### config.mk
export PLATFORM = sky130hd
export DESIGN_NAME = iprbl_search
export DESIGN_NICKNAME = d
export VERILOG_FILES = /design/src/rtl/iprbl_pkg.sv /design/src/rtl/iprbl_search.sv
export SDC_FILE = /design/constraint.sdc
export NUM_CORES = 1
export LEC_CHECK = 0
export ABC_AREA = 1
export BUFFER_PORTS_ARGS = -buffer_cell sky130_fd_sc_hd__buf_2
export CORE_AREA = 2 2 187 189
export CTS_CLUSTER_DIAMETER = 100
export DETAILED_ROUTE_END_ITERATION = 6
export DIE_AREA = 0 0 189 191
export GPL_ROUTABILITY_DRIVEN = 0
export PLACE_DENSITY = 0.58
export SLEW_MARGIN = 20
export SYNTH_ARGS = -nofsm -noshare
export SYNTH_HDL_FRONTEND = slang
export SYNTH_SLANG_ARGS = --single-unit
### constraint.sdc
create_clock -name aclk -period 20 [get_ports aclk]
set_input_delay 4 -clock aclk [delete_from_list [all_inputs] [get_ports aclk]]
set_output_delay 4 -clock aclk [all_outputs]
set_load 0.01 [all_outputs]
### src/rtl/iprbl_pkg.sv
`timescale 1ns / 1ps
// ----------------------------------------------------------------------------
// IPv4 range lookup package
// Shared sizes, entry and result layouts and the search sequencer states.
// ----------------------------------------------------------------------------
package iprbl_pkg;

    // Table size and the address width of the range memory.
    localparam int TABLE_DEPTH = 65536;
    localparam int ADDR_W      = $clog2(TABLE_DEPTH);

    // Widths of the word fields.
    localparam int IDX_W  = 16;
    localparam int IP_W   = 32;
    localparam int OFS_W  = 24;
    localparam int CNT_W  = 17;

    // Largest usable entry count: limited by the table and by the 16-bit index.
    localparam int SPAN_CAP = (TABLE_DEPTH < 65536) ? TABLE_DEPTH : 65536;

    // Input word kinds carried on tuser.
    localparam logic MODE_LOAD  = 1'b0;
    localparam logic MODE_QUERY = 1'b1;

    // One table entry as held in the range memory.
    typedef struct packed {
        logic [OFS_W-1:0] offset;
        logic [IP_W-1:0]  stop;
        logic [IP_W-1:0]  start;
    } entry_t;

    localparam int ENTRY_W = $bits(entry_t);

    // One input word after unpacking.
    typedef struct packed {
        logic             mode;
        logic [IDX_W-1:0] entry_index;
        entry_t           entry;
        logic [IP_W-1:0]  query_address;
    } item_t;

    // One lookup result.
    typedef struct packed {
        logic             found;
        logic [IDX_W-1:0] hit_index;
        entry_t           entry;
    } result_t;

    // Access requests from the search sequencer to the range memory.
    typedef struct packed {
        logic              wr_en;
        logic [ADDR_W-1:0] wr_addr;
        entry_t            wr_data;
        logic [ADDR_W-1:0] rd_addr;
    } mem_req_t;

    // Search sequencer states.
    typedef enum logic [1:0] {
        ST_IDLE,
        ST_PROBE,
        ST_CHECK,
        ST_DONE
    } state_t;

    // Map a 16-bit entry index onto the memory address width.
    function automatic logic [ADDR_W-1:0] to_addr(input logic [IDX_W-1:0] idx);
        logic [31:0] wide;
        wide = {16'd0, idx};
        return wide[ADDR_W-1:0];
    endfunction

endpackage

### src/rtl/iprbl_search.sv
`timescale 1ns / 1ps
// ----------------------------------------------------------------------------
// Range search sequencer
// Writes load words into the range memory and runs the binary search for
// query words, one memory probe per pass through the probe and check states.
// ----------------------------------------------------------------------------
module iprbl_search (
    input  logic                                aclk,
    input  logic                                aresetn,
    // Entry count register
    input  logic                                cfg_wr_en,
    input  logic [iprbl_pkg::CNT_W-1:0]         cfg_wr_data,
    // Input words
    input  logic                                item_valid,
    output logic                                item_ready,
    input  iprbl_pkg::item_t                    item,
    // Range memory
    output iprbl_pkg::mem_req_t                 mem_req,
    input  iprbl_pkg::entry_t                   mem_rd_data,
    // Results
    output logic                                res_valid,
    input  logic                                res_ready,
    output iprbl_pkg::result_t                  res
);

    localparam logic [iprbl_pkg::CNT_W-1:0] CAP = iprbl_pkg::CNT_W'(iprbl_pkg::SPAN_CAP);

    iprbl_pkg::state_t                  state_reg, state_next;
    logic [iprbl_pkg::CNT_W-1:0]        count_reg;
    logic [iprbl_pkg::CNT_W-1:0]        lo_reg, lo_next;
    logic [iprbl_pkg::CNT_W-1:0]        hb_reg, hb_next;
    logic [iprbl_pkg::IDX_W-1:0]        mid_reg, mid_next;
    logic [iprbl_pkg::IP_W-1:0]         query_reg, query_next;
    iprbl_pkg::result_t                 res_reg, res_next;

    logic [iprbl_pkg::CNT_W-1:0]        usable_count;
    logic [iprbl_pkg::CNT_W:0]          mid_sum;
    logic [iprbl_pkg::IDX_W-1:0]        mid_calc;
    logic                               accept;
    logic                               load_in_range;

    // Entry count register.
    always_ff @(posedge aclk) begin
        if (!aresetn) begin
            count_reg <= '0;
        end else if (cfg_wr_en) begin
            count_reg <= cfg_wr_data;
        end
    end

    // Count clipped to what the table and the index can address.
    assign usable_count = (count_reg > CAP) ? CAP : count_reg;

    // Probe point: floor of (lo + hi) / 2 with hi held as an exclusive bound.
    assign mid_sum  = {1'b0, lo_reg} + {1'b0, hb_reg} - (iprbl_pkg::CNT_W+1)'(1);
    assign mid_calc = mid_sum[iprbl_pkg::IDX_W:1];

    assign accept        = item_valid && item_ready;
    assign load_in_range = (32'(item.entry_index) < iprbl_pkg::TABLE_DEPTH);

    // Memory requests: loads write in the idle state, probes always read at mid.
    always_comb begin
        mem_req.wr_en   = accept && (item.mode == iprbl_pkg::MODE_LOAD) && load_in_range;
        mem_req.wr_addr = iprbl_pkg::to_addr(item.entry_index);
        mem_req.wr_data = item.entry;
        mem_req.rd_addr = iprbl_pkg::to_addr(mid_calc);
    end

    // State and search registers.
    always_ff @(posedge aclk) begin
        if (!aresetn) begin
            state_reg <= iprbl_pkg::ST_IDLE;
        end else begin
            state_reg <= state_next;
        end
    end

    always_ff @(posedge aclk) begin
        lo_reg    <= lo_next;
        hb_reg    <= hb_next;
        mid_reg   <= mid_next;
        query_reg <= query_next;
        res_reg   <= res_next;
    end

    // Next state and outputs.
    always_comb begin
        state_next = state_reg;
        lo_next    = lo_reg;
        hb_next    = hb_reg;
        mid_next   = mid_reg;
        query_next = query_reg;
        res_next   = res_reg;
        item_ready = 1'b0;
        res_valid  = 1'b0;
        case (state_reg)
            iprbl_pkg::ST_IDLE: begin
                item_ready = 1'b1;
                if (item_valid && item.mode == iprbl_pkg::MODE_QUERY) begin
                    query_next = item.query_address;
                    lo_next    = '0;
                    hb_next    = usable_count;
                    state_next = iprbl_pkg::ST_PROBE;
                end
            end
            iprbl_pkg::ST_PROBE: begin
                // An empty interval ends the search with a miss.
                if (lo_reg < hb_reg) begin
                    mid_next   = mid_calc;
                    state_next = iprbl_pkg::ST_CHECK;
                end else begin
                    res_next   = '0;
                    state_next = iprbl_pkg::ST_DONE;
                end
            end
            iprbl_pkg::ST_CHECK: begin
                // Memory data for the probe at mid is now valid.
                if (query_reg < mem_rd_data.start) begin
                    hb_next    = {1'b0, mid_reg};
                    state_next = iprbl_pkg::ST_PROBE;
                end else if (query_reg > mem_rd_data.stop) begin
                    lo_next    = {1'b0, mid_reg} + iprbl_pkg::CNT_W'(1);
                    state_next = iprbl_pkg::ST_PROBE;
                end else begin
                    res_next.found     = 1'b1;
                    res_next.hit_index = mid_reg;
                    res_next.entry     = mem_rd_data;
                    state_next         = iprbl_pkg::ST_DONE;
                end
            end
            iprbl_pkg::ST_DONE: begin
                res_valid = 1'b1;
                if (res_ready) begin
                    state_next = iprbl_pkg::ST_IDLE;
                end
            end
            default: begin
                state_next = iprbl_pkg::ST_IDLE;
            end
        endcase
    end

    assign res = res_reg;

endmodule

# Word level (Yosys, flattened, before mapping)
# Index checks and enable logic that the tools add are counted.
[totals]
reg_bits = 206
inputBits = 247
out_inout_bits = 228
elab_cells = 61
[op_classes]
addsub = 3
magnitude_cmp = 4
n_eq_ne = 10
mux = 20
bitwise = 1
reduce_logical = 12
[ops]
columns = ["op", "n"]
rows = [
  ["$mux 105", 3],
  ["$pmux 105 s2", 1],
  ["$mux 17", 6],
  ["$pmux 17 s2", 2],
  ["$gt 32x32->1", 1],
  ["$lt 32x32->1", 1],
  ["$add 16x1->17 const B", 1],
  ["$add 17x17->17", 1],
  ["$gt 17x17->1 const B", 1],
  ["$lt 17x17->1", 1],
  ["$sub 17x1->17 const B", 1],
  ["$ne 2x2->1 const B", 7],
  ["$mux 2", 4],
  ["$pmux 2 s4", 1],
  ["$reduce_and 4->1", 2],
  ["$reduce_and 2->1", 3],
  ["$eq 2x2->1 const B", 2],
  ["$reduce_bool 2->1", 2],
  ["$logic_and 1x1->1", 3],
  ["$mux 1", 3],
  ["$reduce_and 3->1", 1],
  ["$eq 2x1->1 const B", 1],
  ["$logic_not 2->1", 1],
  ["$not 1->1", 1],
]

# Depth between registers and ports, before layout
[logic_depth]
depth_word = 4
mapped_depth = 18
ltp_nobuf = 18

# Worst setup path before layout
# No wires, ideal clock.
[synth_timing]
path_type = "input to register"
startpoint = "input mem_rd_data[55] (netlist bit)"
endpoint = "register res_reg (netlist bit res[0]), enable pin"
setup_ns = 0.569
arrival_ns = 9.359
t_required_ns = 19.431
slack_ns = 10.072
stages = 10
n_path_buf = 0
path_cell_list = "inv_1 -> ha_1 -> nand2_1 -> nor2_1 -> nand2_1 -> nor3_1 -> nand2_1 -> nand2_1 -> a21oi_1 -> nor2_1"
[synth_between]
elab_chain_len = 3
[synth_lines]
columns = ["item", "line_no", "source"]
rows = [
  ["start: declaration", "iprbl_search.sv:19", "input iprbl_pkg::entry_t mem_rd_data,"],
  ["$gt 32x32->1", "iprbl_search.sv:121", "end else if (query_reg > mem_rd_data.stop) begin"],
  ["$ne 2x2->1 (no line)", "--", ""],
  ["$reduce_and 4->1 (no line)", "--", ""],
  ["end signal: assignment", "iprbl_search.sv:83", "res_reg <= res_next;"],
  ["end: declaration", "iprbl_search.sv:34", "iprbl_pkg::result_t res_reg, res_next;"],
]
# No other way between the ends.
# A chain may end at the register's enable or synchronous reset.

==> flow_metrics.env <==
export IMPL_dpl_worst_slack_ns=11.56
export IMPL_tritoncts="built"
export IMPL_hold_class="register to register"
export IMPL_area_growth_pct=16.4
export IMPL_utilization_pct=38.7
export IMPL_hpwl_mm=24.5
export IMPL_holdPathStages=2
export IMPL_timing_rr_end="res[75]"
export IMPL_cts_buffers=24
export IMPL_period_share_pct=42.2
export IMPL_crit_end="mem_req[120]"
export IMPL_power_density_nw_per_um2=95.8
export IMPL_cpMostUsedCell="buf_2"
export IMPL_grt_max_degree=72
export IMPL_grt_use_total_pct=16.7
export IMPL_worst_endpoint_arrival_ns=4.44
export IMPL_worstSetupPathDepth=4
export IMPL_clkSlewWorstSetupHoldPaths_ns=0.06
export IMPL_wl_per_cell_um=17.6
export IMPL_avgSynthCellArea_um2=10.1
export IMPL_multiInputGateArea_um2=3760
export IMPL_ys_ff_latch=206
export IMPL_rsz0062_at_grt="no"
export IMPL_synth_area_um2=11400
export IMPL_clk_latency_ns=0.52
export IMPL_start_kind="input pin"
export IMPL_antenna_found_initial=3
export IMPL_synth_edf_count=187
export IMPL_finalSetupViolations=0
export IMPL_ys_warnings_count=0
export IMPL_synth_cell_types=42
export IMPL_holdWs_ns=0.533
export IMPL_vias_per_cell=4.53
export IMPL_async_flop_share_pct=0
export IMPL_ant_nets=0
export IMPL_worst_slew_pin_slew_ns=1.01
export IMPL_drt_wl_total_mm=31.3
export IMPL_critPathCaptureType="output pin"
export IMPL_synthTopCellsByArea="edfxtp_1, ha_1, buf_4"
export IMPL_layout_nets=1661
export IMPL_rows=68
export IMPL_status="finished, final reports clean"
export IMPL_drt_pre_antenna_iters=5
export IMPL_seqCellArea_um2=6000
export IMPL_critPathBufInv=3
export IMPL_synth_top_cell_by_area="edfxtp_1"
export IMPL_max_slew_margin_pct=32.4
export IMPL_crit_fanout=2
export IMPL_critPathTopFamily="buffers and inverters"
export IMPL_startpoint="item_valid"
export IMPL_grt_overflow=0
export IMPL_slowest_delay_ns=0.17
export IMPL_max_cap_violations=0
export IMPL_fin_crit_ns=8.44
export IMPL_grt_pass1_wl_mm=45.8
export IMPL_seq_area_frac_synth_pct=52.8
export IMPL_ios=475
export IMPL_die_y_um=191
export IMPL_port_buffers=266
export IMPL_synth_nets=1484
export IMPL_die_area_um2=36100
export IMPL_largest_reg_flops=105
export IMPL_ctsHoldBuffers=0
export IMPL_place_inst=1730
export IMPL_worst_slack_ns=11.56
export IMPL_finalClockSkew_ns=0.0278
export IMPL_grt_pass1_vias=7914
export IMPL_nFillCells=3441
export IMPL_finalSetupTns_ns=0
export IMPL_power_mw=1.27
export IMPL_drtIter0Drc=497
export IMPL_root_buffer="clkbuf_16"
export IMPL_hold_viol=0
export IMPL_r2r_slack_ns=16.54
export IMPL_cts_resized=0
export IMPL_max_freq_mhz=119
export IMPL_final_instance_count_excl_fill=1780
export IMPL_core_um2=34100
export IMPL_rr_startpoint="lo_reg[4]"
export IMPL_leakage_nw=6.23
export IMPL_ys_flop_type="edfxtp_1"
export IMPL_clockBufferDepth=3
export IMPL_htreeDepth=1
export IMPL_ff2ff_path_depth=15
export IMPL_syn_inst=1126
export IMPL_synth_top_area_share_pct=49.5
export IMPL_required_ns=16.00
export IMPL_placed_area_um2=12500
export IMPL_crit_chain="buf_2, inv_1, nor3_1, buf_2"
export IMPL_fin_area_um2=13200
export IMPL_final_layout_size_suffix_gt1_share_pct=26.1
export IMPL_vias=8057
export IMPL_ir_drop_uv=52.0
export IMPL_die_w_um=189
export IMPL_numClockSinks=206
export IMPL_final_max_slew_viol_count=0
export IMPL_initial_utilization_pct=33.3
export IMPL_crit_type="input pin to output pin"
export IMPL_drcViolationCount=0
export IMPL_postCtsSetupRepairBufs=0
export IMPL_slowest_stage="nor3_1"
worst min-delay path, stage by stage (launching register included):
cell and delay [ns]:
dfxtp_1 0.35, o21ai_0 0.08, nor2_1 0.07
power breakdown:
group | total [mW] | leakage (nW) | internal, mW | switching [mW]
sequential | 0.561 | 1.93 | 0.540 | 0.0203
clock | 0.403 | 0.349 | 0.231 | 0.172
combinational | 0.302 | 3.95 | 0.107 | 0.195
cells in the mapped netlist, types with 2 or more instances:
| master | n |
|---|---|
| a21oi_1 | 65 |
| a21oi_2 | 2 |
| a31o_2 | 15 |
| buf_1 | 3 |
| buf_2 | 7 |
| buf_4 | 104 |
| clkbuf_1 | 8 |
| clkinv_1 | 2 |
| dfxtp_1 | 19 |
| edfxtp_1 | 187 |
| ha_1 | 110 |
| inv_1 | 197 |
| inv_2 | 3 |
| nand2_1 | 106 |
| nand2_2 | 3 |
| nand3_1 | 17 |
| nand4_1 | 5 |
| nor2_1 | 168 |
| nor2_2 | 2 |
| nor2_4 | 3 |
| nor3_1 | 13 |
| nor3_2 | 5 |
| nor4_1 | 6 |
| nor4_2 | 2 |
| o21a_1 | 6 |
| o21ai_0 | 37 |
| o21bai_1 | 2 |
| o31ai_1 | 2 |
| or2_2 | 2 |
| xnor2_1 | 5 |
| xor2_1 | 9 |
placed cells by master (no fill, tap or decap), drive strengths merged:
cell | netlist | routed
a31o | 15 | 15
xor2 | 9 | 9
clkinv | 2 | 12
dfxtp | 19 | 19
o211ai | 1 | 1
inv | 200 | 200
fa | 1 | 1
edfxtp | 187 | 187
clkinvlp | 0 | 1
xnor2 | 5 | 5
nor4 | 8 | 8
ha | 110 | 110
nor2 | 173 | 173
nand4 | 6 | 6
a31oi | 1 | 1
o21ai | 38 | 38
nand3b | 1 | 1
o21bai | 2 | 2
or2 | 2 | 2
o21a | 6 | 6
a21oi | 67 | 67
a21boi | 1 | 1
diode | 0 | 4
buf | 114 | 273
nand2 | 109 | 109
a211oi | 1 | 1
o2bb2ai | 1 | 1
nor3 | 18 | 18
nand3 | 18 | 18
o31ai | 2 | 2
clkbuf | 8 | 33
a21o | 1 | 1
layer usage:
metal  vias up  track usage (%)  part of all wire [%]
met5         -                0                 0.042
met4         2             6.40                   3.2
met3        73             3.10                   6.5
met2       277             29.2                    49
met1      3739             20.4                    41
li1       3966                -                     -
kinds of logic after synthesis:
group	synth area share [%]
xor+xnor	1.08
simple gates	12.7
flops	52.8
fa+ha+maj	12.3
buf+inv	14.2
compound gates	6.91
worst min path at each step:
stage | startpoint | endpoint | slack [ns]
floorplan | count_reg[0] | count_reg[0] | 0.49
global placement | count_reg[0] | count_reg[0] | 0.51
detailed placement | count_reg[9] | count_reg[9] | 0.52
CTS | count_reg[0] | count_reg[0] | 0.53
global route | count_reg[14] | count_reg[14] | 0.58
finish | count_reg[10] | count_reg[10] | 0.53
layout make-up:
type	instances	share of cell area, %
Clock buffer	33	5.04
Multi-Input combinational cell	596	28.4
Clock inverter	11	0.379
Inverter	202	5.76
Antenna cell	4	0.0757
Timing Repair Buffer	273	10.7
Sequential cell	206	45.4
Tap cell	455	4.31
Note: power is estimated with default switching activity, not from simulation.
