$ cat config.mk
export PLATFORM = sky130hd
export DESIGN_NAME = iprbl_out
export DESIGN_NICKNAME = d
export VERILOG_FILES = /design/src/rtl/iprbl_pkg.sv /design/src/rtl/iprbl_out.sv
export SDC_FILE = /design/constraint.sdc
export NUM_CORES = 1
export LEC_CHECK = 0
export ABC_AREA = 1
export BUFFER_PORTS_ARGS = -buffer_cell sky130_fd_sc_hd__buf_2
export CORE_MARGIN = 2
export CORE_UTILIZATION = 37
export CTS_CLUSTER_DIAMETER = 50
export CTS_CLUSTER_SIZE = 30
export DETAILED_ROUTE_END_ITERATION = 8
export PLACE_DENSITY = 0.83
export SYNTH_ARGS = -nofsm -noshare
export SYNTH_HDL_FRONTEND = slang
export SYNTH_SLANG_ARGS = --single-unit
$ cat constraint.sdc
create_clock -name aclk -period 6.4 [get_ports aclk]
set_input_delay 0.96 -clock aclk [delete_from_list [all_inputs] [get_ports aclk]]
set_output_delay 0.96 -clock aclk [all_outputs]
set_load 0.05 [all_outputs]
$ cat src/rtl/iprbl_pkg.sv
`timescale 1ns / 1ps
// ----------------------------------------------------------------------------
// IPv4 range lookup package
// Shared sizes, entry and result layouts and the search sequencer states.
// ----------------------------------------------------------------------------
package iprbl_pkg;

    // Table size and the address width of the range memory.
    localparam int TABLE_DEPTH = 65536;
    localparam int ADDR_W      = $clog2(TABLE_DEPTH);

    // Widths of the word fields.
    localparam int IDX_W  = 16;
    localparam int IP_W   = 32;
    localparam int OFS_W  = 24;
    localparam int CNT_W  = 17;

    // Largest usable entry count: limited by the table and by the 16-bit index.
    localparam int SPAN_CAP = (TABLE_DEPTH < 65536) ? TABLE_DEPTH : 65536;

    // Input word kinds carried on tuser.
    localparam logic MODE_LOAD  = 1'b0;
    localparam logic MODE_QUERY = 1'b1;

    // One table entry as held in the range memory.
    typedef struct packed {
        logic [OFS_W-1:0] offset;
        logic [IP_W-1:0]  stop;
        logic [IP_W-1:0]  start;
    } entry_t;

    localparam int ENTRY_W = $bits(entry_t);

    // One input word after unpacking.
    typedef struct packed {
        logic             mode;
        logic [IDX_W-1:0] entry_index;
        entry_t           entry;
        logic [IP_W-1:0]  query_address;
    } item_t;

    // One lookup result.
    typedef struct packed {
        logic             found;
        logic [IDX_W-1:0] hit_index;
        entry_t           entry;
    } result_t;

    // Access requests from the search sequencer to the range memory.
    typedef struct packed {
        logic              wr_en;
        logic [ADDR_W-1:0] wr_addr;
        entry_t            wr_data;
        logic [ADDR_W-1:0] rd_addr;
    } mem_req_t;

    // Search sequencer states.
    typedef enum logic [1:0] {
        ST_IDLE,
        ST_PROBE,
        ST_CHECK,
        ST_DONE
    } state_t;

    // Map a 16-bit entry index onto the memory address width.
    function automatic logic [ADDR_W-1:0] to_addr(input logic [IDX_W-1:0] idx);
        logic [31:0] wide;
        wide = {16'd0, idx};
        return wide[ADDR_W-1:0];
    endfunction

endpackage

$ cat src/rtl/iprbl_out.sv
`timescale 1ns / 1ps
// ----------------------------------------------------------------------------
// Result output register
// Holds one result word for the master side and frees the search sequencer
// as soon as the word is taken.
// ----------------------------------------------------------------------------
module iprbl_out (
    input  logic                aclk,
    input  logic                aresetn,
    input  logic                res_valid,
    output logic                res_ready,
    input  iprbl_pkg::result_t  res,
    output logic                m_tvalid,
    input  logic                m_tready,
    output logic [103:0]        m_tdata,
    output logic                m_tuser
);

    logic               valid_reg;
    iprbl_pkg::result_t data_reg;

    // The slot can take a word when empty or when the held word leaves now.
    assign res_ready = !valid_reg || m_tready;

    always_ff @(posedge aclk) begin
        if (!aresetn) begin
            valid_reg <= 1'b0;
        end else if (res_ready) begin
            valid_reg <= res_valid;
        end
    end

    always_ff @(posedge aclk) begin
        if (res_ready && res_valid) begin
            data_reg <= res;
        end
    end

    // Pack the result word: index, start, stop, offset from the lowest bit up.
    assign m_tvalid = valid_reg;
    assign m_tuser  = data_reg.found;
    assign m_tdata  = {data_reg.entry.offset, data_reg.entry.stop,
                       data_reg.entry.start, data_reg.hit_index};

endmodule

### After elaboration in Yosys (flattened, before gate mapping)

Index checks and enable logic that the tools add are counted.

| word-level totals | value |
|---|---|
| word-level logic and storage cells | 9 |
| flip-flop bits (word level) | 106 |
| bits of input ports | 109 |

| operators by class | value |
|---|---|
| reduce and logical (&&, ||, !) cells | 3 |

Operators with widths:

| kind | count |
|---|---|
| $logic_and A1 B1 Y1 | 1 |
| $logic_not A1 Y1 | 1 |
| $logic_or A1 B1 Y1 | 1 |

### Depth between registers and ports, before layout

Gate-level depths: netlist (run 1).

| depth | value |
|---|---|
| depth after elaboration | 3 |
| gate-level depth with buffers | 3 |
| mapped depth without buffers | 3 |

### Worst setup path before layout (run 1)

No wires, ideal clock.

| path | value |
|---|---|
| path type | input to register |
| from | input res_valid |
| to | register data_reg, in the netlist m_tdata[0], enable pin |
| library setup time | 603 ps |
| path slack | -287 ps |
| stages | 2 |
| buffers on the path | 0 |
| arrival time | 6084 ps |
| path through | inv_1 > a21oi_1 |

| on the way | value |
|---|---|
| word-level cells in the longest chain between the ends | 1 |

RTL lines:

| item | RTL line | RTL |
|---|---|---|
| from (decl) | iprbl_out.sv:10 | `input logic res_valid,` |
| $logic_and A1 B1 Y1 | iprbl_out.sv:34 | `if (res_ready && res_valid) begin` |
| to (signal assigned) | iprbl_out.sv:35 | `data_reg <= res;` |
| to (decl) | iprbl_out.sv:20 | `iprbl_pkg::result_t data_reg;` |

Every way passes these cells.
A chain may end at the register's enable or synchronous reset.

### Worst setup path after layout (run 1)

| path | value |
|---|---|
| from | input m_tready |
| to | output res_ready |

| on the way | value |
|---|---|
| word-level cells in the longest chain between the ends | 1 |

RTL lines:

| item | RTL line | RTL |
|---|---|---|
| from (decl) | iprbl_out.sv:14 | `input logic m_tready,` |
| $logic_or A1 B1 Y1 | iprbl_out.sv:23 | `assign res_ready = !valid_reg \|\| m_tready;` |
| to (decl) | iprbl_out.sv:11 | `output logic res_ready,` |

Every way passes these cells.

==> results of run 1 <==
## cells in the mapped netlist
library cell,count,area share
edfxtp_1,105,0.98
inv_1,2,0.0023
a21oi_1,1,0.0016
a21oi_2,1,0.0027
dfxtp_1,1,0.0062
inv_2,1,0.0012
nand2_2,1,0.0020
## how the worst min path moves through the flow
stage              from  endpoint  slack [ps]
2_1_floorplan  m_tvalid  m_tvalid         940
3_3_place_gp   m_tvalid  m_tvalid         510
3_5_place_dp   m_tvalid  m_tvalid         530
4_1_cts        m_tvalid  m_tvalid         540
5_1_grt        m_tvalid  m_tvalid         580
6_report       m_tvalid  m_tvalid         540
## cell usage in the layout (no fill, tap or decap)
cell type,instances
a21oi_2,1
inv_6,1
dfxtp_1,1
a21oi_4,1
clkbuf_1,1
clkbuf_8,9
nand2_2,1
inv_2,1
buf_4,1
buf_2,215
clkinvlp_4,2
inv_1,2
clkinv_2,2
edfxtp_1,105
diode_2,2
clkinv_4,1
## layout make-up
type                    count  area, µm²
well taps                 105        131
clock inverters             6       42.5
diodes                      2       5.00
fillers                   689       3690
multi-input cells           3       31.3
repair buffers            216       1080
clock buffers              10        128
flip-flops and latches    106       3170
inverters                   3       11.3
## sequential cells by signal, indices dropped and copies added (netlist names)
register / count
m_tdata: 104
m_tuser: 1
m_tvalid: 1
## kinds of logic after synthesis
logic type	after synthesis	synth area share
flip-flops	106	0.990
buffers and inverters	3	0.00351
AO/OA/AOI/OAI	2	0.00429
AND/OR/NAND/NOR	1	0.00195
## per-stage QoR
step                      power, W  instances  cell area [µm²]
final                      0.00140        451             4610
after global routing       0.00147        449             4600
after CTS                  0.00142        449             4600
after detailed placement   0.00107        433             4430
after global placement     0.00106        433             4430
after floorplan           0.000995        112             3210
## power by group
part           total (W)  switching (W)  internal, W
Combinational   0.000227       0.000178    0.0000493
Sequential      0.000822      0.0000102     0.000812
Clock           0.000354       0.000212     0.000142
## worst min-delay path, cell delays in order, from the launching register on
cell and delay (ps):
dfxtp_1 360, nand2_2 100, a21oi_2 50
## metal layers
metal | vias to the layer above | routed length [µm] | share of wire | track usage
li1 | 901 | - | - | -
met1 | 895 | 2590 | 0.37 | 0.177
met2 | 125 | 3560 | 0.51 | 0.253
met3 | 15 | 732 | 0.10 | 0.0633
met4 | 0 | 142 | 0.020 | 0.0748
met5 | - | 0 | 0 | 0
==> impl_metrics.json, run 1 <==
{
  "status": "complete, no violations",
  "gr-total-overflow": 0,
  "routed_wl_um": 7020,
  "routed_via_density": 4.29,
  "yosys_warnings": 0,
  "hold_violations": 0,
  "crit_chain": "buf_2 -> inv_2 -> nand2_2 -> buf_2",
  "syn_inst": 112,
  "finalSetupViolCount": 0,
  "cp.depth": 4,
  "yosysSeqAreaShare": 0.990,
  "required_ps": 5440,
  "dp_hpwl_um": 5400,
  "cp-start-kind": "input pin",
  "maxSlewHeadroom": 0.160,
  "port_buffers": 215,
  "clock_latency_ps": 350,
  "tightest_slew_ps": 1260,
  "antenna_found_initial": 2,
  "min_path_type": "register to register",
  "cts_made_buffers": 9,
  "final_max_slew_viol_count": 0,
  "start_util": 0.386,
  "cp_max_fo": 2,
  "grt_pass1_vias": 2069,
  "grt_start_max_net_pins": 106,
  "finClkSkew_ps": 8.56,
  "h-tree-depth": 3,
  "rsz0062_at_grt": "false",
  "post_cts_buffers": 0,
  "detailedRoute.firstIterationViolations": 61,
  "drc_errors": 0,
  "end_kind": "primary output",
  "num_rows": 33,
  "slowest_delay_ps": 260,
  "area_delta_synth_final_pct": 43.7,
  "timing.final.crit_share": 0.371,
  "die_width_um": 97.1,
  "root_buffer": "clkbuf_8",
  "drtAntennaViolNets": 0,
  "netlist_area_um2": 3200,
  "cts_buffer_depth": 2,
  "syn_nets": 221,
  "wl_per_cell_um": 15.6,
  "cp_slowest_cell": "buf_2",
  "clkSinkCount": 106,
  "finalCoreUtilization": 0.555,
  "hold_ws_ps": 541,
  "setup.worst_path.class": "input pin to primary output",
  "power_density_nw_per_um2": 305,
  "yosysUniqueCellTypes": 7,
  "reg2regPathDepth": 2,
  "fmax_mhz": 421,
  "dr.pass1.iters": 4,
  "die_h_um": 97.1,
  "cap_violations": 0,
  "grt_use_total": 0.155,
  "avgSynthCellArea_um2": 28.6,
  "finalWorstSetupSlack_ps": 4020,
  "setup_tns_ps": 0,
  "arrival_ps": 1420,
  "ys_ff_latch": 106,
  "r2r_start": "m_tvalid",
  "critPathLaunch": "m_tready",
  "crit_buf_inv": 3,
  "grt_pass1_wl_um": 10900,
  "power.leakage_nw": 1.98,
  "period_needed_ps": 2380,
  "reg2reg_slack_ps": 4510,
  "path_clk_slew_ps": 90,
  "ios": 216,
  "endpoint": "res_ready",
  "worstHoldPathCells": 2,
  "r2r_end": "m_tdata[85]",
  "cts_tree": "done",
  "dp_slack_ps": 3770,
  "via_count": 1936,
  "gp_congestion": 0.732,
  "ir_drop_v": 0.000190,
  "cts_resized": 0,
  "dieArea_um2": 9420,
  "cts_hold_buf": 0,
  "crit_top_cell": "buf_2",
  "nets": 448,
  "drive_above_1_share": 0.683,
  "critical-path-top-delay-family": "buffers and inverters",
  "coreArea_um2": 8300
}
Note: power is estimated with default switching activity, not from simulation.
==> run 2, diff against run 1 <==
==> constraint.sdc (replaced) <==
create_clock -name aclk -period 2 [get_ports aclk]
set_input_delay 0.3 -clock aclk [delete_from_list [all_inputs] [get_ports aclk]]
set_output_delay 0.3 -clock aclk [all_outputs]
set_load 0.05 [all_outputs]
==> impl_metrics.json, run 2 (same netlist as run 1, synthesis figures left out) <==
{
  "status": "complete, no violations",
  "drc_errors": 0,
  "routed_wl_um": 7010,
  "min_path_type": "input pin to register",
  "cp_slowest_cell": "dfxtp_4",
  "rsz0062_at_grt": "false",
  "finClkSkew_ps": 12.9,
  "crit_buf_inv": 1,
  "grt_start_max_net_pins": 58,
  "setup_tns_ps": 0,
  "nets": 449,
  "arrival_ps": 1040,
  "crit_chain": "nand2_2 -> buf_2",
  "dr.pass1.iters": 4,
  "routed_via_density": 4.34,
  "dieArea_um2": 9420,
  "die_width_um": 97.1,
  "slowest_delay_ps": 370,
  "hold_violations": 0,
  "finalCoreUtilization": 0.559,
  "cts_buffer_depth": 2,
  "wl_per_cell_um": 15.6,
  "h-tree-depth": 3,
  "root_buffer": "clkbuf_8",
  "register_area_um2": 3180,
  "ios": 216,
  "timing.final.crit_share": 0.671,
  "coreArea_um2": 8300,
  "start_util": 0.386,
  "detailedRoute.firstIterationViolations": 53,
  "cp_max_fo": 3,
  "multi_input_area_um2": 31.3,
  "gr-total-overflow": 0,
  "grt_use_total": 0.149,
  "drive_above_1_share": 0.684,
  "n_antenna_cell": 0,
  "power_density_nw_per_um2": 970,
  "cp-start-kind": "register",
  "cts_tree": "done",
  "antenna_found_initial": 1,
  "final_max_slew_viol_count": 0,
  "area_delta_synth_final_pct": 44.7,
  "fmax_mhz": 745,
  "period_needed_ps": 1340,
  "end_kind": "primary output",
  "mostFrequentLayoutCells": "buf_2 (215), edfxtp_1 (105), clkbuf_8 (9)",
  "drtAntennaViolNets": 0,
  "grt_pass1_vias": 2128,
  "finalSetupViolCount": 0,
  "cts_hold_buf": 0,
  "finalInstanceArea_um2": 4640,
  "dpl_cell_area_um2": 4470,
  "tightest_slew_ps": 293,
  "ir_drop_v": 0.000585,
  "grt_pass1_wl_um": 10800,
  "dp_hpwl_um": 5490,
  "maxSlewHeadroom": 0.805,
  "setup.worst_path.class": "register to primary output",
  "gp_congestion": 0.695,
  "port_buffers": 215,
  "die_h_um": 97.1,
  "cap_violations": 0,
  "cts_resized": 0,
  "largest_register_ffs": 104,
  "via_count": 1952,
  "critical-path-top-delay-family": "flip-flops",
  "layout_commonest_cell": "buf_2",
  "hold_ws_ps": 117,
  "p_total_w": 0.00450,
  "fillers": 676,
  "path_clk_slew_ps": 100,
  "power.leakage_nw": 1.99,
  "clock_latency_ps": 350,
  "required_ps": 1700,
  "num_rows": 33,
  "post_cts_buffers": 0,
  "cts_made_buffers": 9,
  "clkSinkCount": 106
}
run 2: cell count changes in the layout (fill, tap and decap cells not counted), sizes merged:
cell | before | now
buf | 216 | 217
diode | 2 | 0
run 2: path summary, 6_finish.rpt:
kind              cells after the start  slack [ps]  startpoint     endpoint
setup reg to reg                      2         800    m_tvalid  m_tdata[31]
hold reg to reg                       2         520    m_tvalid     m_tvalid
hold / removal                        1         120      res[7]  m_tdata[23]
setup / recovery                      2         660    m_tvalid    res_ready
run 2: layer usage:
metal	wire (µm)	global-route usage
met1	2540	0.170
met4	114	0.0618
met5	11	0
met3	782	0.0640
met2	3560	0.248
run 2: worst register-to-register path: stages, from the launching register on:
cell	delay, ps
dfxtp_4	370
a21oi_4	190
buf_12	310
run 2: stage by stage:
| step | worst slack (ps) | std cells |
|---|---|---|
| floorplan | -626 | 112 |
| global placement | 720 | 434 |
| detailed placement | 695 | 434 |
| CTS | 635 | 450 |
| global route | 607 | 450 |
| finish | 658 | 450 |
run 2: power by group:
group | leakage, nW | switching, W | internal [W]
clock | 0.0803 | 0.000676 | 0.000454
sequential | 1.02 | 0.0000321 | 0.00259
combinational | 0.886 | 0.000573 | 0.000167
run 2: layout make-up:
class,count,area share
repair buffers,217,0.241
multi-input cells,3,0.00675
flip-flops and latches,106,0.685
clock inverters,6,0.00891
clock buffers,10,0.0275
well taps,105,0.0283
inverters,3,0.00243
==> run 3, diff against run 2 <==
--- a/config.mk
+++ b/config.mk
@@ -5,14 +5,14 @@
 export SDC_FILE = /design/constraint.sdc
 export NUM_CORES = 1
 export LEC_CHECK = 0
-export ABC_AREA = 1
+export ABC_AREA = 0
 export BUFFER_PORTS_ARGS = -buffer_cell sky130_fd_sc_hd__buf_2
 export CORE_MARGIN = 2
-export CORE_UTILIZATION = 37
+export CORE_UTILIZATION = 41
 export CTS_CLUSTER_DIAMETER = 50
 export CTS_CLUSTER_SIZE = 30
 export DETAILED_ROUTE_END_ITERATION = 8
-export PLACE_DENSITY = 0.83
+export PLACE_DENSITY = 0.87
 export SYNTH_ARGS = -nofsm -noshare
 export SYNTH_HDL_FRONTEND = slang
 export SYNTH_SLANG_ARGS = --single-unit
==> constraint.sdc (replaced) <==
create_clock -name aclk -period 1.25 [get_ports aclk]
set_input_delay 0.1875 -clock aclk [delete_from_list [all_inputs] [get_ports aclk]]
set_output_delay 0.1875 -clock aclk [all_outputs]
set_load 0.05 [all_outputs]
==> impl_metrics.json, run 3 <==
{
  "status": "complete, no violations",
  "reg2reg_slack_ps": 40,
  "dieArea_um2": 8550,
  "port_buffers": 215,
  "critPathLaunch": "m_tvalid",
  "via_count": 2383,
  "power_density_nw_per_um2": 1360,
  "r2r_end": "m_tdata[0]",
  "ir_drop_v": 0.000884,
  "yosysSeqAreaShare": 0.988,
  "synth_edf_count": 105,
  "yosys_warnings": 0,
  "die_width_um": 92.5,
  "wl_per_cell_um": 16.5,
  "reg2regPathDepth": 3,
  "post_cts_buffers": 0,
  "grt_pass1_vias": 2513,
  "coreArea_um2": 7650,
  "clock_latency_ps": 360,
  "cts_made_buffers": 9,
  "clkSinkCount": 106,
  "die_h_um": 92.5,
  "syn_inst": 110,
  "grt_use_total": 0.200,
  "cp_max_fo": 44,
  "synth_area_leaders": "edfxtp_1 (98%), dfxtp_1 (0.62%), nand2b_4 (0.43%)",
  "hold_violations": 0,
  "area_delta_synth_final_pct": 77.2,
  "ys.flop_type": "edfxtp_1",
  "arrival_ps": 1260,
  "antenna_found_initial": 1,
  "cts_buffer_depth": 2,
  "setup.worst_path.class": "register to register",
  "start_util": 0.420,
  "min_path_type": "input pin to register",
  "rsz0062_at_grt": "true",
  "routed_via_density": 4.34,
  "yosysUniqueCellTypes": 6,
  "mostFrequentLayoutCells": "buf_2 (214), edfxtp_1 (105), dlygate4sd3_1 (101)",
  "synth_largest_area_cell": "edfxtp_1",
  "r2r_start": "m_tvalid",
  "cts_tree": "done",
  "num_rows": 32,
  "root_buffer": "clkbuf_8",
  "avgSynthCellArea_um2": 29.2,
  "largest_register_ffs": 104,
  "power.leakage_nw": 2.44,
  "final_max_slew_viol_count": 0,
  "routed_wl_um": 9040,
  "ios": 216,
  "timing.final.crit_share": 0.968,
  "yosysMostFrequentCell": "edfxtp_1",
  "layout_commonest_cell": "buf_2",
  "finalInstanceArea_um2": 5690,
  "p_total_w": 0.00774,
  "grt_start_max_net_pins": 47,
  "dr.pass1.iters": 4,
  "grt_pass1_wl_um": 12300,
  "fmax_mhz": 827,
  "end_kind": "register",
  "gr-total-overflow": 0,
  "drive_above_1_share": 0.534,
  "synth_top_area_share": 0.982,
  "required_ps": 1300,
  "detailedRoute.firstIterationViolations": 95,
  "finClkSkew_ps": 6.92,
  "maxSlewHeadroom": 0.822,
  "endpoint": "m_tdata[0]",
  "cp-start-kind": "register",
  "dpl_cell_area_um2": 4470,
  "async_flop_share": 0,
  "cap_violations": 0,
  "ys_ff_latch": 106,
  "finalCoreUtilization": 0.744,
  "path_clk_slew_ps": 90,
  "gp_congestion": 0.693,
  "h-tree-depth": 3,
  "netlist_area_um2": 3210,
  "drc_errors": 0,
  "syn_nets": 219,
  "tightest_slew_ps": 269,
  "hp-start": "res[7]",
  "dp_hpwl_um": 5300,
  "period_needed_ps": 1210,
  "finalSetupViolCount": 0,
  "nets": 550,
  "drtAntennaViolNets": 0
}
## run 3: cell types whose count changed after synthesis, sizes merged
cell,before,now
a21boi,0,1
a21oi,2,0
and2,0,1
inv,3,1
nand2,1,0
nand2b,0,1
## run 3: final cells by class
type                       count  area [µm²]
tap                          102         128
inverter                       1        3.75
fill                         463        1960
timing repair buffer         320        2140
multi-input combinational      3        33.8
sequential                   106        3180
clock inverter                 6        72.6
clock buffer                  10         128
antenna                        1        2.50
## run 3: cells by family after synthesis
family | Yosys count | synth area share
simple gates | 2 | 0.00701
compound gates | 1 | 0.00351
flops | 106 | 0.988
buf+inv | 1 | 0.00117
## run 3: stage by stage
stage / instances / setup TNS (ps) / hold slack [ps] / worst slack (ps)
2_1_floorplan: 110 / -60510 / 286 / -576
3_3_place_gp: 431 / 0 / 364 / 82.1
3_5_place_dp: 431 / 0 / 366 / 61.8
4_1_cts: 537 / 0 / 0.174 / 38.5
5_1_grt: 549 / 0 / 3.33 / 0.280
6_report: 549 / 0 / 18.6 / 40.2
## run 3: routing by layer
| layer | up-vias | track usage | routed length [µm] |
|---|---|---|---|
| met4 | 0 | 0.0871 | 191 |
| met1 | 1117 | 0.185 | 3000 |
| li1 | 1104 | - | - |
| met5 | - | 0 | 0 |
| met2 | 144 | 0.386 | 5070 |
| met3 | 18 | 0.0740 | 771 |
## run 3: worst min-delay path by stage
stage,end,slack [ps],depth (start not counted)
final,m_tdata[23],20,1
after global routing,m_tdata[86],3,1
after CTS,m_tdata[46],0.2,1
after detailed placement,m_tdata[61],370,1
after global placement,m_tdata[69],360,1
after floorplan,m_tdata[0],290,0
## run 3: power by group
| group | switching [W] | leakage (nW) | internal (W) |
|---|---|---|---|
| clock | 0.00113 | 0.0975 | 0.000948 |
| combinational | 0.000973 | 1.32 | 0.000482 |
| sequential | 0.0000560 | 1.02 | 0.00415 |
| total | 0.00216 | 2.44 | 0.00558 |
## run 3: worst max-delay path, cell delays in order (launching register included)
cell,delay [ps]
dfxtp_4,360
nand2b_4,80
and2_4,190
buf_12,250
## run 3: repair_timing
action,4_1_cts,5_1_grt
endpoints found under the setup margin,1,1
hold buffers,90,11
resized for setup,1,0
endpoints found under the hold margin,90,11
